**config.mk**
```make
export PLATFORM = sky130hd
export DESIGN_NAME = interval_min_max_avg_aggregator
export DESIGN_NICKNAME = d
export VERILOG_FILES = /design/src/hdl/imma_pkg.sv /design/src/hdl/imma_dp.sv /design/src/hdl/imma_ctrl.sv /design/src/hdl/interval_min_max_avg_aggregator.sv
export SDC_FILE = /design/constraint.sdc
export NUM_CORES = 2
export LEC_CHECK = 0
export BUFFER_PORTS_ARGS = -buffer_cell sky130_fd_sc_hd__buf_2
export CORE_MARGIN = 2
export CORE_UTILIZATION = 38
export CTS_BUF_LIST = sky130_fd_sc_hd__clkbuf_4 sky130_fd_sc_hd__clkbuf_8 sky130_fd_sc_hd__clkbuf_16
export DETAILED_ROUTE_END_ITERATION = 8
export PLACE_DENSITY = 0.62
export RECOVER_POWER = 25
export SLEW_MARGIN = 20
export SYNTH_ARGS = -nofsm -noshare
export SYNTH_HDL_FRONTEND = slang
export SYNTH_SLANG_ARGS = --single-unit
export TNS_END_PERCENT = 30
```
**constraint.sdc**
```tcl
create_clock -name clk -period 8.65 [get_ports clk]
set_clock_uncertainty 0.15 [all_clocks]
set_input_delay 0.4325 -clock clk [delete_from_list [all_inputs] [get_ports clk]]
set_output_delay 0.4325 -clock clk [all_outputs]
set_load 0.02 [all_outputs]
```
**src/hdl/imma_pkg.sv**
```systemverilog
package imma_pkg;

  localparam int VALUE_WIDTH_DEF = 64;
  localparam int COUNT_WIDTH_DEF = 32;
  localparam int OUT_W           = 64;
  localparam int TS_W            = 63;
  localparam int DEADLINE_W      = 64;
  localparam int INTERVAL_W      = 32;
  localparam int CFG_IDX_W       = 2;
  localparam int CFG_DATA_W      = 32;

  localparam logic [CFG_IDX_W-1:0] REG_MODE     = 2'd0;
  localparam logic [CFG_IDX_W-1:0] REG_INTERVAL = 2'd1;
  localparam logic [CFG_IDX_W-1:0] REG_PATH     = 2'd2;

  typedef enum logic [1:0] {
    KIND_MIN = 2'd0,
    KIND_MAX = 2'd1,
    KIND_AVG = 2'd2,
    KIND_CUR = 2'd3
  } kind_t;

  typedef enum logic [1:0] {
    MODE_ALL = 2'd0,
    MODE_MIN = 2'd1,
    MODE_MAX = 2'd2,
    MODE_AVG = 2'd3
  } mode_t;

  typedef enum logic [1:0] {
    ST_IDLE,
    ST_DIV,
    ST_SEND
  } state_t;

  typedef struct packed {
    logic               cmd;
    logic signed [63:0] sample_value;
    logic [TS_W-1:0]    timestamp;
  } sample_t;

  typedef struct packed {
    kind_t              kind;
    logic signed [63:0] result_value;
    logic               last;
  } result_t;

  typedef struct packed {
    logic  accept;
    logic  div_step;
    logic  load;
    kind_t kind;
  } dp_cmd_t;

  typedef struct packed {
    logic  hit;
    logic  skip;
    mode_t mode;
    logic  path;
    logic  div_last;
  } dp_status_t;

endpackage

```
**src/hdl/imma_dp.sv**
```systemverilog
module imma_dp import imma_pkg::*; #(
  parameter int VALUE_WIDTH = VALUE_WIDTH_DEF,
  parameter int COUNT_WIDTH = COUNT_WIDTH_DEF
) (
  input  logic                  clk,
  input  logic                  rst,
  input  sample_t               sample_word,
  input  logic                  cfg_write,
  input  logic [CFG_IDX_W-1:0]  cfg_index,
  input  logic [CFG_DATA_W-1:0] cfg_data,
  input  dp_cmd_t               cmd,
  output dp_status_t            status,
  output result_t               result_word
);

  localparam int DIV_CNT_W = (VALUE_WIDTH > 1) ? $clog2(VALUE_WIDTH) : 1;
  localparam logic [VALUE_WIDTH-1:0] MIN_INIT = {1'b0, {(VALUE_WIDTH-1){1'b1}}};
  localparam logic [VALUE_WIDTH-1:0] MAX_INIT = {1'b1, {(VALUE_WIDTH-1){1'b0}}};

  // configuration
  mode_t                 report_mode;
  logic [INTERVAL_W-1:0] interval_ticks;
  logic                  path_present;

  // statistics
  logic [VALUE_WIDTH-1:0] current_value;
  logic [VALUE_WIDTH-1:0] running_min;
  logic [VALUE_WIDTH-1:0] running_max;
  logic [VALUE_WIDTH-1:0] running_sum;
  logic [COUNT_WIDTH-1:0] sample_count;
  logic [DEADLINE_W-1:0]  next_deadline;

  // report snapshot and divider
  logic [VALUE_WIDTH-1:0] rep_min;
  logic [VALUE_WIDTH-1:0] rep_max;
  logic                   rep_neg;
  logic [COUNT_WIDTH-1:0] rep_count;
  logic [VALUE_WIDTH-1:0] div_quot;
  logic [COUNT_WIDTH-1:0] div_rem;
  logic [DIV_CNT_W-1:0]   div_cnt;

  logic [VALUE_WIDTH-1:0] sample_v;
  logic [VALUE_WIDTH-1:0] new_v;
  logic [VALUE_WIDTH-1:0] min_new;
  logic [VALUE_WIDTH-1:0] max_new;
  logic [VALUE_WIDTH-1:0] sum_new;
  logic [VALUE_WIDTH-1:0] sum_mag;
  logic [COUNT_WIDTH-1:0] cnt_new;
  logic                   hit;
  logic                   skip;
  logic [COUNT_WIDTH:0]   rem_sh;
  logic [COUNT_WIDTH:0]   rem_diff;
  logic                   rem_ge;
  logic [VALUE_WIDTH-1:0] avg;
  logic [VALUE_WIDTH-1:0] out_v;

  assign sample_v = sample_word.sample_value[VALUE_WIDTH-1:0];
  assign new_v    = sample_word.cmd ? (current_value + sample_v) : sample_v;
  assign min_new  = ($signed(new_v) < $signed(running_min)) ? new_v : running_min;
  assign max_new  = ($signed(running_max) < $signed(new_v)) ? new_v : running_max;
  assign sum_new  = running_sum + new_v;
  assign sum_mag  = sum_new[VALUE_WIDTH-1] ? (~sum_new + 1'b1) : sum_new;
  assign cnt_new  = (sample_count == '1) ? sample_count : (sample_count + 1'b1);
  assign hit      = {1'b0, sample_word.timestamp} > next_deadline;
  assign skip     = sample_word.cmd && !path_present;

  // restoring divide, one quotient bit a step
  assign rem_sh   = {div_rem, div_quot[VALUE_WIDTH-1]};
  assign rem_ge   = rem_sh >= {1'b0, rep_count};
  assign rem_diff = rem_sh - {1'b0, rep_count};
  assign avg      = rep_neg ? (~div_quot + 1'b1) : div_quot;

  assign status.hit      = hit;
  assign status.skip     = skip;
  assign status.mode     = report_mode;
  assign status.path     = path_present;
  assign status.div_last = div_cnt == DIV_CNT_W'(VALUE_WIDTH - 1);

  always_ff @(posedge clk) begin
    if (rst) begin
      report_mode    <= MODE_ALL;
      interval_ticks <= '0;
      path_present   <= 1'b1;
    end else if (cfg_write) begin
      case (cfg_index)
        REG_MODE:     report_mode    <= mode_t'(cfg_data[1:0]);
        REG_INTERVAL: interval_ticks <= cfg_data[INTERVAL_W-1:0];
        REG_PATH:     path_present   <= cfg_data[0];
        default:      ;
      endcase
    end
  end

  always_ff @(posedge clk) begin
    if (rst) begin
      current_value <= '0;
      running_min   <= MIN_INIT;
      running_max   <= MAX_INIT;
      running_sum   <= '0;
      sample_count  <= '0;
      next_deadline <= '0;
    end else if (cmd.accept && !skip) begin
      current_value <= new_v;
      if (hit) begin
        running_min   <= MIN_INIT;
        running_max   <= MAX_INIT;
        running_sum   <= '0;
        sample_count  <= '0;
        next_deadline <= {1'b0, sample_word.timestamp} + DEADLINE_W'(interval_ticks);
      end else begin
        running_min  <= min_new;
        running_max  <= max_new;
        running_sum  <= sum_new;
        sample_count <= cnt_new;
      end
    end
  end

  always_ff @(posedge clk) begin
    if (cmd.accept && !skip && hit) begin
      rep_min   <= min_new;
      rep_max   <= max_new;
      rep_neg   <= sum_new[VALUE_WIDTH-1];
      rep_count <= cnt_new;
      div_quot  <= sum_mag;
      div_rem   <= '0;
      div_cnt   <= '0;
    end else if (cmd.div_step) begin
      div_quot <= {div_quot[VALUE_WIDTH-2:0], rem_ge};
      div_rem  <= rem_ge ? rem_diff[COUNT_WIDTH-1:0] : rem_sh[COUNT_WIDTH-1:0];
      div_cnt  <= div_cnt + 1'b1;
    end
  end

  always_comb begin
    case (cmd.kind)
      KIND_MIN: out_v = rep_min;
      KIND_MAX: out_v = rep_max;
      KIND_AVG: out_v = avg;
      default:  out_v = current_value;
    endcase
  end

  always_ff @(posedge clk) begin
    if (cmd.load) begin
      result_word.kind         <= cmd.kind;
      result_word.result_value <= OUT_W'($signed(out_v));
      result_word.last         <= cmd.kind == KIND_CUR;
    end
  end

endmodule

```
**src/hdl/imma_ctrl.sv**
```systemverilog
module imma_ctrl import imma_pkg::*; (
  input  logic       clk,
  input  logic       rst,
  input  logic       sample_valid,
  output logic       sample_ready,
  output logic       result_valid,
  input  logic       result_ready,
  input  dp_status_t status,
  output dp_cmd_t    cmd
);

  state_t     state;
  state_t     state_next;
  logic [3:0] pend;
  logic [3:0] accept_mask;
  logic       slot_free;
  kind_t      pick;

  // results this word causes, one bit per kind
  always_comb begin
    accept_mask = '0;
    accept_mask[KIND_CUR] = 1'b1;
    if (!status.skip && status.hit && status.path) begin
      case (status.mode)
        MODE_ALL: begin
          accept_mask[KIND_MIN] = 1'b1;
          accept_mask[KIND_MAX] = 1'b1;
          accept_mask[KIND_AVG] = 1'b1;
        end
        MODE_MIN: accept_mask[KIND_MIN] = 1'b1;
        MODE_MAX: accept_mask[KIND_MAX] = 1'b1;
        default:  accept_mask[KIND_AVG] = 1'b1;
      endcase
    end
  end

  always_comb begin
    if (pend[KIND_MIN]) begin
      pick = KIND_MIN;
    end else if (pend[KIND_MAX]) begin
      pick = KIND_MAX;
    end else if (pend[KIND_AVG]) begin
      pick = KIND_AVG;
    end else begin
      pick = KIND_CUR;
    end
  end

  assign slot_free = !result_valid || result_ready;

  always_comb begin
    state_next = state;
    case (state)
      ST_IDLE: begin
        if (sample_valid) begin
          state_next = accept_mask[KIND_AVG] ? ST_DIV : ST_SEND;
        end
      end
      ST_DIV: begin
        if (status.div_last) begin
          state_next = ST_SEND;
        end
      end
      ST_SEND: begin
        if (slot_free && pick == KIND_CUR) begin
          state_next = ST_IDLE;
        end
      end
      default: state_next = ST_IDLE;
    endcase
  end

  always_comb begin
    sample_ready = state == ST_IDLE;
    cmd.accept   = (state == ST_IDLE) && sample_valid;
    cmd.div_step = state == ST_DIV;
    cmd.load     = (state == ST_SEND) && slot_free;
    cmd.kind     = pick;
  end

  always_ff @(posedge clk) begin
    if (rst) begin
      state        <= ST_IDLE;
      pend         <= '0;
      result_valid <= 1'b0;
    end else begin
      state <= state_next;
      if (cmd.accept) begin
        pend <= accept_mask;
      end else if (cmd.load) begin
        pend[pick] <= 1'b0;
      end
      // hold the word until taken
      if (cmd.load) begin
        result_valid <= 1'b1;
      end else if (result_ready) begin
        result_valid <= 1'b0;
      end
    end
  end

endmodule

```
**src/hdl/interval_min_max_avg_aggregator.sv**
```systemverilog
// Flow: a word is taken in the idle state; when an average is reported the shift-subtract
//   divider runs first, then the send state registers the results one by one as the slot frees.
// Each word yields N results (1 to 4); the one-word-at-a-time controller takes no new word
//   until the last result of the current word has been loaded.
// Reset: synchronous rst clears statistics, deadline and output valid, and restores
//   report_mode 0, interval_ticks 0, path_present 1.
module interval_min_max_avg_aggregator import imma_pkg::*; #(
  parameter int VALUE_WIDTH = VALUE_WIDTH_DEF,
  parameter int COUNT_WIDTH = COUNT_WIDTH_DEF
) (
  input  logic                  clk,
  input  logic                  rst,
  input  logic                  sample_valid,
  output logic                  sample_ready,
  input  sample_t               sample_word,
  output logic                  result_valid,
  input  logic                  result_ready,
  output result_t               result_word,
  input  logic                  cfg_valid,
  output logic                  cfg_ready,
  input  logic [CFG_IDX_W-1:0]  cfg_index,
  input  logic [CFG_DATA_W-1:0] cfg_data
);

  dp_cmd_t    cmd;
  dp_status_t status;

  assign cfg_ready = 1'b1;

  imma_ctrl u_ctrl (
    .clk          (clk),
    .rst          (rst),
    .sample_valid (sample_valid),
    .sample_ready (sample_ready),
    .result_valid (result_valid),
    .result_ready (result_ready),
    .status       (status),
    .cmd          (cmd)
  );

  imma_dp #(
    .VALUE_WIDTH (VALUE_WIDTH),
    .COUNT_WIDTH (COUNT_WIDTH)
  ) u_dp (
    .clk         (clk),
    .rst         (rst),
    .sample_word (sample_word),
    .cfg_write   (cfg_valid && cfg_ready),
    .cfg_index   (cfg_index),
    .cfg_data    (cfg_data),
    .cmd         (cmd),
    .status      (status),
    .result_word (result_word)
  );

endmodule

```
==> results.toml <==
[floorplan]
fp.dieH_microns = 361
die_area_sq_um = 130000
coreArea_sq_um = 126000
ios = 237
die_x_microns = 361
fp-row-count = 130
start_util = 0.384

[critical_path]
slowest_delay_ns = 0.60
endpoint_kind = "flop"
cp_max_fo = 20
cp_num_buf_inv = 2
start_kind = "flop"
critPathRequiredTime_ns = 9.12
crit_family = "compound AO/OA/AOI/OAI gates"
crit_arrival_ns = 8.68
cp_slowest_cell = "or4b_2"
crit_type = "flop to flop"

[yosys]
synth_edf_count = 292
yosys.area_share.adder = 0.102
ys_async_sr_fraction = 0
syn_nets = 6416
yosys-top-cells-area = "edfxtp_1, dfxtp_1, ha_1"
synthesis.instances = 5856
yosys_warnings = 0
synth.most_common_cell = "a21oi_1"
synth_common_cells = "a21oi_1, nand2_1, nor2_1"
syn_avg_cell_area_sq_um = 8.27
synth_top_area_frac = 0.181
synthXorXnorAreaFrac = 0.0603
syn_area_sq_um = 48400
synth-simple-area-share = 0.171
muxShareOfSynthArea = 0.0151
ys_ff_latch = 723
synth_top_family_by_area = "compound AO/OA/AOI/OAI gates"
synth-compound-area-share = 0.241
synth_cell_types = 107
yosys.area.top_type = "edfxtp_1"
synthFlopType = "dfxtp_1"
yosysSeqAreaShare = 0.359

[sta]
hold_viol = 0
rsz0062_at_grt = "false"
fin_hold_ws_ns = 0.0434
finalSetupViolCount = 0
slew_violations = 456
tightest_slew_ns = 4.51
relSlewSlack = -2.01
fmax_mhz = 122
fin_crit_ns = 8.21
post-route-period-util = 0.949
tns_ns = 0

[clocking]
htreeDepth = 3
insertion_delay_ns = 0.70
clkTransAtPathRegs_ns = 0.06
numCtsBuffers = 88
cts_tree = "yes"
cts.sinks = 723
clockRootBuffer = "clkbuf_16"
cts_buffer_depth = 3

[drt]
detail_route.vias_per_cell = 5.73
routedWlPerCell_microns = 20.6
dr_total_vias = 44700
drt_iter0_drc = 3519
drtAntennaViolNets = 0
post-route-drc-count = 0
dr.pass1.iters = 6
finalWirelength_microns = 161000

[global_route]
grt_use_total = 0.240
grt_pass1_wl_microns = 247000
antenna_found_initial = 4
grt_max_degree = 166
grt_pass1_vias = 42700
overflow = 0

[place]
portBuffers = 235
globalplace.congestion = 0.928
dp_hpwl_microns = 116000

[cells_and_area]
drive_above_1_share = 0.0942
multi_input_area_sq_um = 28700
fill_cells = 12400
area_delta_synth_final_pct = 14.0
nets = 6631
seqCellArea_sq_um = 17400

[pwr]
p_leak_nw = 23.0
irDropWorstVdd_uv = 200
powerDensity_nw_per_um2 = 278

[run_status]
status = "complete, but fails checks"
violations = "max-capacitance violations, max-slew violations"

[worst_hold_path]
hp-class = "input pin to flop"

[flow_run]
max_cap_viol_count = 9
per-layer routing:
layer / vias up / wire length [microns] / GRT usage
met5: - / 29 / 0
met4: 4 / 7210 / 0.108
met3: 324 / 8300 / 0.0272
met2: 1343 / 76200 / 0.409
met1: 21400 / 69000 / 0.303
li1: 21600 / - / -
cells in the final DEF (no fill, tap or decap), drive strengths merged, types with 46 or more instances in the layout:
cell         netlist  final
a21oi            737    737
nand2            613    613
nor2             499    499
o21ai            436    436
dfxtp            431    431
ha               389    389
inv              323    326
buf               45    298
edfxtp           292    292
clkbuf           271    213
xnor2            187    187
nand3            179    179
a21o             174    174
xor2             144    144
a211oi           119    119
nand4             88     88
nor3              78     78
o211ai            69     69
dlygate4sd3        0     65
and3              52     52
o31ai             46     46
logic make-up (layout without fill, tap and decap cells):
logic type	count (synthesis)	count (layout)
AOI/OAI and AO/OA	1905	1905
xor gates and xnor gates	332	332
buffers and inverters	642	930
and+or+nand+nor	1792	1792
muxes	68	68
other	1	3
adders and majority gates	393	393
DFF	723	723
worst paths after layout:
path	startpoint	end	slack, ns	cells past startpoint
setup reg to reg	u_dp.current_value[14]	u_dp.running_min[60]	0.44	29
hold / removal	sample_word[123]	u_dp.current_value[60]	0.04	3
hold reg to reg	u_dp.next_deadline[28]	u_dp.next_deadline[28]	0.30	2
setup / recovery	u_dp.current_value[14]	u_dp.running_min[60]	0.44	29
state kept, by name (all words and copies together), names as in the netlist, 3 cells and up:
register and count:
u_dp.interval_ticks 32, u_dp.div_rem 32, u_dp.div_cnt 6, u_dp.rep_max 64, u_dp.rep_min 64, u_dp.div_quot 64, u_dp.running_min 64, u_dp.next_deadline 64
u_ctrl.pend 3, u_dp.running_max 64, u_dp.sample_count 32, u_dp.result_word 67, u_dp.running_sum 64, u_dp.rep_count 32, u_dp.current_value 64
worst register-to-register path, delay by kind of cell, from the launching register on:
kind	cells	cell delay [ns]
AO/OA/AOI/OAI	16	4.42
adder cells (fa/ha/maj)	2	0.72
buffers and inverters	2	0.57
flip-flops	1	0.32
multiplexers	2	0.50
AND/OR/NAND/NOR	7	1.46
timing repair:
| action | CTS | global route |
|---|---|---|
| setup endpoints to repair | 0 | 10 |
| hold buffers | 65 | 0 |
| endpoints found under the hold margin | 81 | 0 |
| resized for setup | 0 | 2 |
| buffers inserted | 0 | 0 |
area by class of cell:
type	count	share of cell area
Timing Repair Buffer	441	0.0518
Multi-Input combinational cell	4491	0.520
Inverter	326	0.0223
Tap cell	1650	0.0374
Antenna cell	2	0.0000906
Clock inverter	28	0.00517
Sequential cell	723	0.315
Clock buffer	135	0.0487
stage by stage:
| stage | total power, mW | cell area [sq um] | instances | utilization | setup WS (ns) |
|---|---|---|---|---|---|
| after global placement | 11.4 | 51700 | 7566 | 0.410 | 0.313 |
| final | 15.3 | 55200 | 7796 | 0.438 | 0.439 |
| after CTS | 15.3 | 55300 | 7794 | 0.439 | 0.530 |
| after floorplan | 9.34 | 48400 | 5856 | - | 0.179 |
| after detailed placement | 11.5 | 51700 | 7566 | 0.410 | 0.284 |
| after global routing | 16.3 | 55200 | 7796 | 0.438 | 0.0993 |
where the power goes:
group	internal, mW	switching (mW)	leakage (nW)
Sequential	4.42	0.421	6.25
Combinational	2.40	4.26	15.2
Clock	2.25	1.59	1.50
Total	9.07	6.27	23.0
Power figures use the tool's default switching activity.
